$ cat src/sfrc_pkg.sv
`default_nettype none
// ----------------------------------------------------------------------------
// sfrc_pkg
// Shared types and constants of the serial frame receive checker.
// ----------------------------------------------------------------------------
package sfrc_pkg;

    localparam int unsigned MIN_FRAME_BYTES_DEF = 7;
    localparam int unsigned BUFFER_BYTES_DEF    = 256;

    localparam logic [15:0] HEADER_RESET = 16'h55AA;

    // frame layout
    localparam int unsigned POS_HDR_HI  = 0;
    localparam int unsigned POS_HDR_LO  = 1;
    localparam int unsigned POS_VERSION = 2;
    localparam int unsigned POS_COMMAND = 3;
    localparam int unsigned POS_LEN_HI  = 4;
    localparam int unsigned POS_LEN_LO  = 5;
    localparam int unsigned HEAD_BYTES  = 6;

    // config register map
    localparam int unsigned ADDR_W     = 3;
    localparam logic        REG_HEADER = 1'b0;

    // result queue
    localparam int unsigned QUEUE_DEPTH = 4;
    localparam int unsigned QPTR_W      = $clog2(QUEUE_DEPTH);
    localparam int unsigned QCNT_W      = $clog2(QUEUE_DEPTH + 1);

    typedef enum logic {
        KIND_PAYLOAD = 1'b0,
        KIND_VERDICT = 1'b1
    } t_kind;

    typedef enum logic [2:0] {
        ST_OK       = 3'd0,
        ST_SHORT    = 3'd1,
        ST_LONG     = 3'd2,
        ST_HEADER   = 3'd3,
        ST_OVERFLOW = 3'd4,
        ST_CHECKSUM = 3'd5
    } t_status;

    typedef struct packed {
        t_kind       kind;
        logic [7:0]  payload_byte;
        logic [7:0]  payload_index;
        logic [7:0]  frame_version;
        logic [7:0]  frame_command;
        logic [15:0] payload_length;
        t_status     status;
        logic        last;
    } t_result;

endpackage

`default_nettype wire

$ cat src/serial_frame_receive_checker_core.sv
`default_nettype none
// ----------------------------------------------------------------------------
// serial_frame_receive_checker_core
// Receive-side deframer and checker for idle-delimited serial bursts.
// ----------------------------------------------------------------------------
// Takes one received byte per cycle, stall apart, and parses header, version,
// command, length, payload and an 8-bit sum checksum. Each payload byte is
// passed on as an item at once; the byte that closes a burst also yields a
// verdict item, so one input item gives zero, one or two result items. Input
// items are taken at one per cycle unless stalled: the frame state is updated
// from each accepted byte and the results go into a four-entry result queue
// that drains one item per cycle unless the output stalls. The input stalls
// only while fewer than two queue entries are free, so a sustained rate of one
// byte per cycle holds whenever the output is not stalled.
module serial_frame_receive_checker_core #(
    parameter int unsigned MIN_FRAME_BYTES = sfrc_pkg::MIN_FRAME_BYTES_DEF,
    parameter int unsigned BUFFER_BYTES    = sfrc_pkg::BUFFER_BYTES_DEF
) (
    input  wire logic                        i_clk,
    input  wire logic                        i_rst_n,
    // byte input
    input  wire logic                        i_rx_valid,
    output logic                             o_rx_stall,
    input  wire logic [7:0]                  i_rx_byte,
    input  wire logic                        i_burst_end,
    // result output
    output logic                             o_res_valid,
    input  wire logic                        i_res_stall,
    output logic                             o_kind,
    output logic [7:0]                       o_payload_byte,
    output logic [7:0]                       o_payload_index,
    output logic [7:0]                       o_frame_version,
    output logic [7:0]                       o_frame_command,
    output logic [15:0]                      o_payload_length,
    output logic [2:0]                       o_status,
    output logic                             o_last,
    // config port
    input  wire logic                        psel,
    input  wire logic                        penable,
    input  wire logic                        pwrite,
    input  wire logic [sfrc_pkg::ADDR_W-1:0] paddr,
    input  wire logic [31:0]                 pwdata,
    output logic [31:0]                      prdata,
    output logic                             pready
);

    import sfrc_pkg::*;

    localparam int unsigned CNT_W = $clog2(BUFFER_BYTES + 1);
    localparam int unsigned CMP_W = (CNT_W > 17) ? CNT_W + 1 : 17;

    logic [15:0]      r_expected_header;

    logic [CNT_W-1:0] r_byte_count, n_byte_count;
    logic [7:0]       r_running_sum, n_running_sum;
    logic [15:0]      r_header_word, n_header_word;
    logic [7:0]       r_version_byte, n_version_byte;
    logic [7:0]       r_command_byte, n_command_byte;
    logic [15:0]      r_length_word, n_length_word;
    logic [7:0]       r_checksum_byte, n_checksum_byte;

    t_result          r_queue [QUEUE_DEPTH];
    logic [QPTR_W-1:0] r_head, r_tail;
    logic [QCNT_W-1:0] r_count, n_count;

    logic             rx_accept, res_accept;
    logic             stored, has_payload;
    logic [CMP_W-1:0] pos_ext, csum_pos, csum_limit;
    logic [1:0]       push_num;
    t_status          verdict;
    t_result          pay_res, ver_res, push0, push1;
    t_result          head_res;

    // ---- config port
    assign pready = 1'b1;
    assign prdata = (paddr[ADDR_W-1] == REG_HEADER) ? {16'd0, r_expected_header} : 32'd0;

    always_ff @(posedge i_clk) begin
        if (!i_rst_n) begin
            r_expected_header <= HEADER_RESET;
        end else if (psel && penable && pwrite && pready
                     && paddr[ADDR_W-1] == REG_HEADER) begin
            r_expected_header <= pwdata[15:0];
        end
    end

    // ---- handshakes
    assign o_rx_stall  = (r_count > QCNT_W'(QUEUE_DEPTH - 2));
    assign rx_accept   = i_rx_valid && !o_rx_stall;
    assign o_res_valid = (r_count != '0);
    assign res_accept  = o_res_valid && !i_res_stall;

    // ---- frame parsing
    assign stored     = (r_byte_count < CNT_W'(BUFFER_BYTES));
    assign pos_ext    = CMP_W'(r_byte_count);
    assign csum_pos   = CMP_W'(HEAD_BYTES) + CMP_W'(r_length_word);
    assign has_payload = stored && (pos_ext >= CMP_W'(HEAD_BYTES)) && (pos_ext < csum_pos);

    always_comb begin
        n_byte_count    = r_byte_count;
        n_running_sum   = r_running_sum;
        n_header_word   = r_header_word;
        n_version_byte  = r_version_byte;
        n_command_byte  = r_command_byte;
        n_length_word   = r_length_word;
        n_checksum_byte = r_checksum_byte;
        if (stored) begin
            case (r_byte_count)
                CNT_W'(POS_HDR_HI):  n_header_word  = {i_rx_byte, 8'd0};
                CNT_W'(POS_HDR_LO):  n_header_word  = {r_header_word[15:8], i_rx_byte};
                CNT_W'(POS_VERSION): n_version_byte = i_rx_byte;
                CNT_W'(POS_COMMAND): n_command_byte = i_rx_byte;
                CNT_W'(POS_LEN_HI):  n_length_word  = {i_rx_byte, 8'd0};
                CNT_W'(POS_LEN_LO):  n_length_word  = {r_length_word[15:8], i_rx_byte};
                default: ;
            endcase
            if (pos_ext < csum_pos) begin
                n_running_sum = r_running_sum + i_rx_byte;
            end else if (pos_ext == csum_pos) begin
                n_checksum_byte = i_rx_byte;
            end
            n_byte_count = r_byte_count + CNT_W'(1);
        end
    end

    // verdict from the updated frame state
    assign csum_limit = CMP_W'(HEAD_BYTES) + CMP_W'(n_length_word);

    always_comb begin
        if (n_byte_count < CNT_W'(MIN_FRAME_BYTES)) begin
            verdict = ST_SHORT;
        end else if (n_byte_count >= CNT_W'(BUFFER_BYTES)) begin
            verdict = ST_LONG;
        end else if (n_header_word != r_expected_header) begin
            verdict = ST_HEADER;
        end else if (csum_limit >= CMP_W'(BUFFER_BYTES)) begin
            verdict = ST_OVERFLOW;
        end else if (n_checksum_byte != n_running_sum) begin
            verdict = ST_CHECKSUM;
        end else begin
            verdict = ST_OK;
        end
    end

    always_comb begin
        pay_res                = '0;
        pay_res.kind           = KIND_PAYLOAD;
        pay_res.payload_byte   = i_rx_byte;
        pay_res.payload_index  = 8'(r_byte_count - CNT_W'(HEAD_BYTES));
        pay_res.status         = ST_OK;
        pay_res.last           = !i_burst_end;

        ver_res                = '0;
        ver_res.kind           = KIND_VERDICT;
        ver_res.frame_version  = n_version_byte;
        ver_res.frame_command  = n_command_byte;
        ver_res.payload_length = n_length_word;
        ver_res.status         = verdict;
        ver_res.last           = 1'b1;

        push0    = has_payload ? pay_res : ver_res;
        push1    = ver_res;
        push_num = rx_accept ? (2'(has_payload) + 2'(i_burst_end)) : 2'd0;
    end

    always_ff @(posedge i_clk) begin
        if (!i_rst_n || (rx_accept && i_burst_end)) begin
            r_byte_count    <= '0;
            r_running_sum   <= '0;
            r_header_word   <= '0;
            r_version_byte  <= '0;
            r_command_byte  <= '0;
            r_length_word   <= '0;
            r_checksum_byte <= '0;
        end else if (rx_accept) begin
            r_byte_count    <= n_byte_count;
            r_running_sum   <= n_running_sum;
            r_header_word   <= n_header_word;
            r_version_byte  <= n_version_byte;
            r_command_byte  <= n_command_byte;
            r_length_word   <= n_length_word;
            r_checksum_byte <= n_checksum_byte;
        end
    end

    // ---- result queue
    always_ff @(posedge i_clk) begin
        if (push_num != 2'd0) begin
            r_queue[r_tail] <= push0;
        end
        if (push_num == 2'd2) begin
            r_queue[r_tail + QPTR_W'(1)] <= push1;
        end
    end

    assign n_count = r_count + QCNT_W'(push_num) - QCNT_W'(res_accept);

    always_ff @(posedge i_clk) begin
        if (!i_rst_n) begin
            r_head  <= '0;
            r_tail  <= '0;
            r_count <= '0;
        end else begin
            r_tail  <= r_tail + QPTR_W'(push_num);
            r_head  <= r_head + QPTR_W'(res_accept);
            r_count <= n_count;
        end
    end

    assign head_res         = r_queue[r_head];
    assign o_kind           = head_res.kind;
    assign o_payload_byte   = head_res.payload_byte;
    assign o_payload_index  = head_res.payload_index;
    assign o_frame_version  = head_res.frame_version;
    assign o_frame_command  = head_res.frame_command;
    assign o_payload_length = head_res.payload_length;
    assign o_status         = head_res.status;
    assign o_last           = head_res.last;

endmodule

`default_nettype wire

$ cat config.mk
export PLATFORM = sky130hd
export DESIGN_NAME = serial_frame_receive_checker_core
export DESIGN_NICKNAME = d
export VERILOG_FILES = /design/src/sfrc_pkg.sv /design/src/serial_frame_receive_checker_core.sv
export SDC_FILE = /design/constraint.sdc
export NUM_CORES = 1
export LEC_CHECK = 0
export BUFFER_PORTS_ARGS = -buffer_cell sky130_fd_sc_hd__buf_2
export CAP_MARGIN = 0
export CORE_MARGIN = 8
export CORE_UTILIZATION = 50
export CTS_BUF_LIST = sky130_fd_sc_hd__clkbuf_2
export DETAILED_ROUTE_END_ITERATION = 10
export GPL_TIMING_DRIVEN = 0
export PLACE_DENSITY = 0.69
export SLEW_MARGIN = 25
export SYNTH_ARGS = -nofsm -noshare
export SYNTH_HDL_FRONTEND = slang
export SYNTH_SLANG_ARGS = --single-unit
$ cat constraint.sdc
create_clock -name i_clk -period 6 [get_ports i_clk]
set_input_delay 1.2 -clock i_clk [delete_from_list [all_inputs] [get_ports i_clk]]
set_output_delay 1.2 -clock i_clk [all_outputs]
set_load 0.05 [all_outputs]
After elaboration in Yosys (flattened, before gate mapping):

Memory sizes are Yosys's and may differ from the RTL's. A register that Yosys moved wholly into a read port is not among the register bits.
Cells that the tools add are included.

* output and inout bits: 88
* RAM bits: 212
* memories: 1
* bits in registers: 96
* logic and storage cells: 83

Memories
* r_queue: depth 4, width 53, read ports 1, clocked after memory_dff 1, wr ports 2, RTL line serial_frame_receive_checker_core.sv:62 `t_result r_queue [QUEUE_DEPTH];`

* bitwise operators: 1
* mux-type cells: 27
* add/sub/neg operators: 11
* reductions and logical operators: 16
* order comparisons: 7
* eq/ne operators: 9

Operator list (number)
* 8-bit two-way mux: 9
* 16-bit one-hot mux with 2 select lines: 2
* 53-bit two-way mux: 1
* 16-bit two-way mux: 3
* 3-bit by 16-bit adder with 17-bit output, first input constant: 2
* 9-bit by 2-bit equality test with 1-bit output, second input constant: 2
* 9-bit by 3-bit equality test with 1-bit output, second input constant: 2
* 9-bit by 17-bit equality test with 1-bit output: 1
* 17-bit by 9-bit greater-or-equal comparator with 1-bit output, second input constant: 1
* 9-bit by 17-bit less-than comparator with 1-bit output: 1
* 16-bit inequality test: 1
* 3-bit two-way mux: 5
* 9-bit by 1-bit adder with 9-bit output, second input constant: 1
* 9-bit by 1-bit equality test with 1-bit output, second input constant: 1
* 9-bit by 3-bit greater-or-equal comparator with 1-bit output, second input constant: 1
* 9-bit greater-or-equal comparator, second input constant: 1
* 9-bit logical NOT: 1
* 9-bit by 3-bit less-than comparator with 1-bit output, second input constant: 1
* 9-bit less-than comparator, second input constant: 1
* 9-bit two-way mux: 1
* 8-bit adder: 1
* 1-bit logical AND: 8
* 8-bit inequality test: 1
* 8-bit by 3-bit subtractor with 8-bit output, second input constant: 1
* 15 further kinds: 22

Logic depth before layout (Yosys ltp):

* depth after elaboration: 12
* depth in mapped cells: 23
* mapped depth without buffers: 22

Worst setup path before layout:

No wires, ideal clock.

* path kind: reg2reg
* start: register r_length_word[1]
* end: memory r_queue[1][10] (netlist bit), enable pin
* data arrival time: 4.136 ns
* data required time: 5.610 ns
* cell stages (with the launch flop): 19
* library setup time: 0.390 ns
* slack: 1.474 ns
* buffers on the path: 2
* cell sequence: dfxtp_1 > inv_1 > ha_1 > and4b_1 > nand2_1 > xor2_1 > ha_1 > nand2_1 > a21oi_1 > o211ai_1 > a22oi_1 > or2_2 > clkbuf_1 > inv_1 > ha_1 > nor2b_1 > or3_1 > clkbuf_1 > inv_1

RTL lines
* start, declared: RTL line serial_frame_receive_checker_core.sv:59 `logic [15:0] r_length_word, n_length_word;`
* start signal, assigned: RTL line serial_frame_receive_checker_core.sv:181 `r_length_word <= n_length_word;`
* end, declared: RTL line serial_frame_receive_checker_core.sv:62

==> reports/results.txt <==
Number of synthesized flops with an enable pin = 140
Worst-path clk slew = 0.11 ns
Initial antenna violation count = 1
Synth Instances = 1,292
Die Area = 0.03462 mm²
Area Overhead vs Synth = 12.85%
Worst path slowest cell = nor3_1
Fin. max-slew vios = 0
Cts bufs inserted = 78
Highest clock rate = 178.3 MHz
Psw = 2157 µW
Rows = 62
Fraction of layout cells with a size suffix above 1 = 20.81%
Switch share = 38.36%
Placer Congestion = 0.8841
CTS tree = done
Die Span X = 186.1 µm
Hold path start = r_queue[0][52]
Core Box Area = 0.02863 mm²
Crit Reg-Reg Startpoint = r_length_word[1]
CP arrival = 6.42 ns
Gr busiest metal = met2
Sequential share of power = 43.2%
Routing usage on met2 = 36.47%
Worst-skew pair later-pin latency = 0.89 ns
DP Wirelength = 26,230 µm
Setup crit start kind = register
PwrDens = 344.6 mW/mm²
Post-CTS setup buffers = 0
Setup_tns = 0 ns
Vias/cell = 5.708
Kind of cell adding the most delay to the critical path = simple AND/OR/NAND/NOR gates
Maximum vdd drop = 0.1201 mV
ANT nets after route = 0
Status = finished clean
Crit-path most repeated cell = ha_1
Die H = 186.1 µm
Clk network pwr share = 25.1%
Synth Flop Type = dfxtp_1
Cell Int Power = 3466 µW
Worst path cell trace = inv_1 > ha_1 > and4b_1 > nand2_1 > xor2_1 > ha_1 > nand2_1 > a21oi_1 > o211ai_1 > a22oi_1 > or2_2 > clkbuf_1 > inv_1 > ha_1 > o21ai_0 > nor3_1 > and2_1 > clkbuf_1 > a22o_1
Synth unique cells = 69
Critical path fanouts, max = 10
Hold Crit Class = register to register
Final Skew = 0.08370 ns
Routed WL per cell = 19.76 µm
Comb power frac = 31.7%
Cell Area, Synth = 0.01446 mm²
Number of synthesized register bits = 308
Final Hold Viols = 0
Req. time, crit path = 6.81 ns
Worst setup margin = 0.3905 ns
Clk sinks = 308
Total Nets Final = 1,577
Top post-synthesis cells by area = edfxtp_1 (29%), dfxtp_1 (23%), mux4_2 (8.3%)
Fin cells = 1,938
Synth warn = 0
Largest stage delay on the critical path = 0.88 ns
Crit path from = r_length_word[1]
Setup WS pre-CTS = 0.5661 ns
Post_cts resized = 0
GR Layer Usage met3 = 5.095%
RSZ-0062 raised after global routing = false
Avg Inst Size Synth = 11.19 µm²
CTS Buffer Depth = 3
Global route overflow = 0
Final Cycle Share = 93.49%
Post-route minimum period = 5.610 ns
Vias = 11,060
Setup Crit Path Kind = register to register
Largest area contributor in the netlist = edfxtp_1
Port Buffers = 103
Root Driver = clkbuf_2
Ports = 139
Post-synth top area share = 29.07%
DR DRC count = 0
Hold_buf cts = 0
First-pass GRT wire length = 60,080 µm
Largest net degree at the start of global routing = 28
Seq/Total Area, Yosys = 52.33%
Met1 Use GR = 28.43%
H-tree lvl count = 3
Routed wire length = 38,300 µm
Initial DRT Pass Iterations = 5
Rel. slew slack = 24.95%
Internal reg-to-reg setup slack = 0.39 ns
Least-Margin Pin Slew = 1.117 ns
Crit. End Element = register
Async S/R FF share, synth = 0%
Initial Util = 50.52%
Gr usage total = 22.28%
Buf/Inv on CP = 4
Final setup fails = 0
Number of global-route vias before repair = 11,260
Static Leak = 0.006341 µW
DR iter-0 viols = 842
Max cap viols = 0
PnR Total Power = 5623 µW
Placed cell count = 1,798
==> per-layer routing <==
layer,vias to the layer above,wire [µm]
met5,-,0
li1,5175,-
met1,5362,16330
met4,0,876
met2,448,18200
met3,78,2896
==> flip-flops by register name (all words and copies together), names as in the netlist <==
signal             cells
r_byte_count           9
r_checksum_byte        8
r_command_byte         8
r_count                3
r_expected_header     16
r_head                 2
r_header_word         16
r_length_word         16
r_queue              212
r_running_sum          8
r_tail                 2
r_version_byte         8
==> layout make-up <==
type / count / area, µm²
inverter: 23 / 86.33
timing repair buffer: 107 / 610.6
buffer: 109 / 500.5
sequential: 308 / 7567
fill: 2526 / 12310
clock inverter: 24 / 135.1
multi-input combinational: 867 / 6362
tap: 384 / 480.5
clock buffer: 114 / 570.5
antenna: 2 / 5.005
==> tightest hold or removal path: stages (launching register included) <==
cell	delay (ns)
dfxtp_1	0.32
inv_1	0.05
o21ai_0	0.07
==> cells by family (layout without fill, tap and decap cells) <==
family                   Yosys count  count (layout)  synth area share, %
flip-flops                       308             308                52.33
AND/OR/NAND/NOR                  434             434                14.11
AO/OA/AOI/OAI                    240             240                12.46
buffers and inverters            132             377                4.058
multiplexers                      92              92                10.96
other                              2              19              0.05194
adder cells (fa/ha/maj)           32              32                2.873
XOR/XNOR                          52              52                3.150
==> stage by stage <==
stage | hold WS (ns) | area [µm²] | utilization, %
after floorplan | 0.4419 | 14520 | -
after global placement | 0.4532 | 15510 | 54.19
after detailed placement | 0.4586 | 15610 | 54.52
after CTS | 0.4811 | 16310 | 56.99
after global routing | 0.4987 | 16320 | 57.01
final | 0.4806 | 16320 | 57.01
==> cells in the final DEF (no fill, tap or decap), types with 27 or more instances in the layout <==
master	synthesis	routed
edfxtp_1	140	140
a22oi_1	43	43
mux2i_1	38	38
xnor2_1	27	27
dfxtp_1	168	168
a22o_1	68	68
clkbuf_1	79	79
a211oi_1	37	37
buf_2	4	107
clkbuf_2	0	114
mux4_2	53	53
ha_1	30	30
nand2_1	79	79
nor2_1	220	220
==> final timing paths <==
path                     to  depth (start not counted)
max          r_queue[0][51]                         19
min          r_queue[0][52]                          2
max reg2reg  r_queue[0][51]                         19
min reg2reg  r_queue[0][52]                          2
==> synthesized netlist by cell type, types with 23 or more instances <==
cell type and n:
nand2_1 79, a22oi_1 43, mux2i_1 38, xor2_1 25, dfxtp_1 168, edfxtp_1 140
inv_1 23, mux4_2 53, xnor2_1 27, a21oi_1 23, ha_1 30, clkbuf_1 79
o21ai_0 23, a22o_1 68, nor2_1 220, a211oi_1 37
==> power groups by stage <==
| stage | clock [µW] | combinational, µW | sequential (µW) |
|---|---|---|---|
| finish | 1410 | 1780 | 2430 |
| global placement | 0 | 1750 | 2470 |
| floorplan | 0 | 1350 | 2450 |
| global route | 1540 | 1920 | 2440 |
| detailed placement | 0 | 1780 | 2470 |
| CTS | 1440 | 1790 | 2430 |
(Power assumes the default switching activity.)
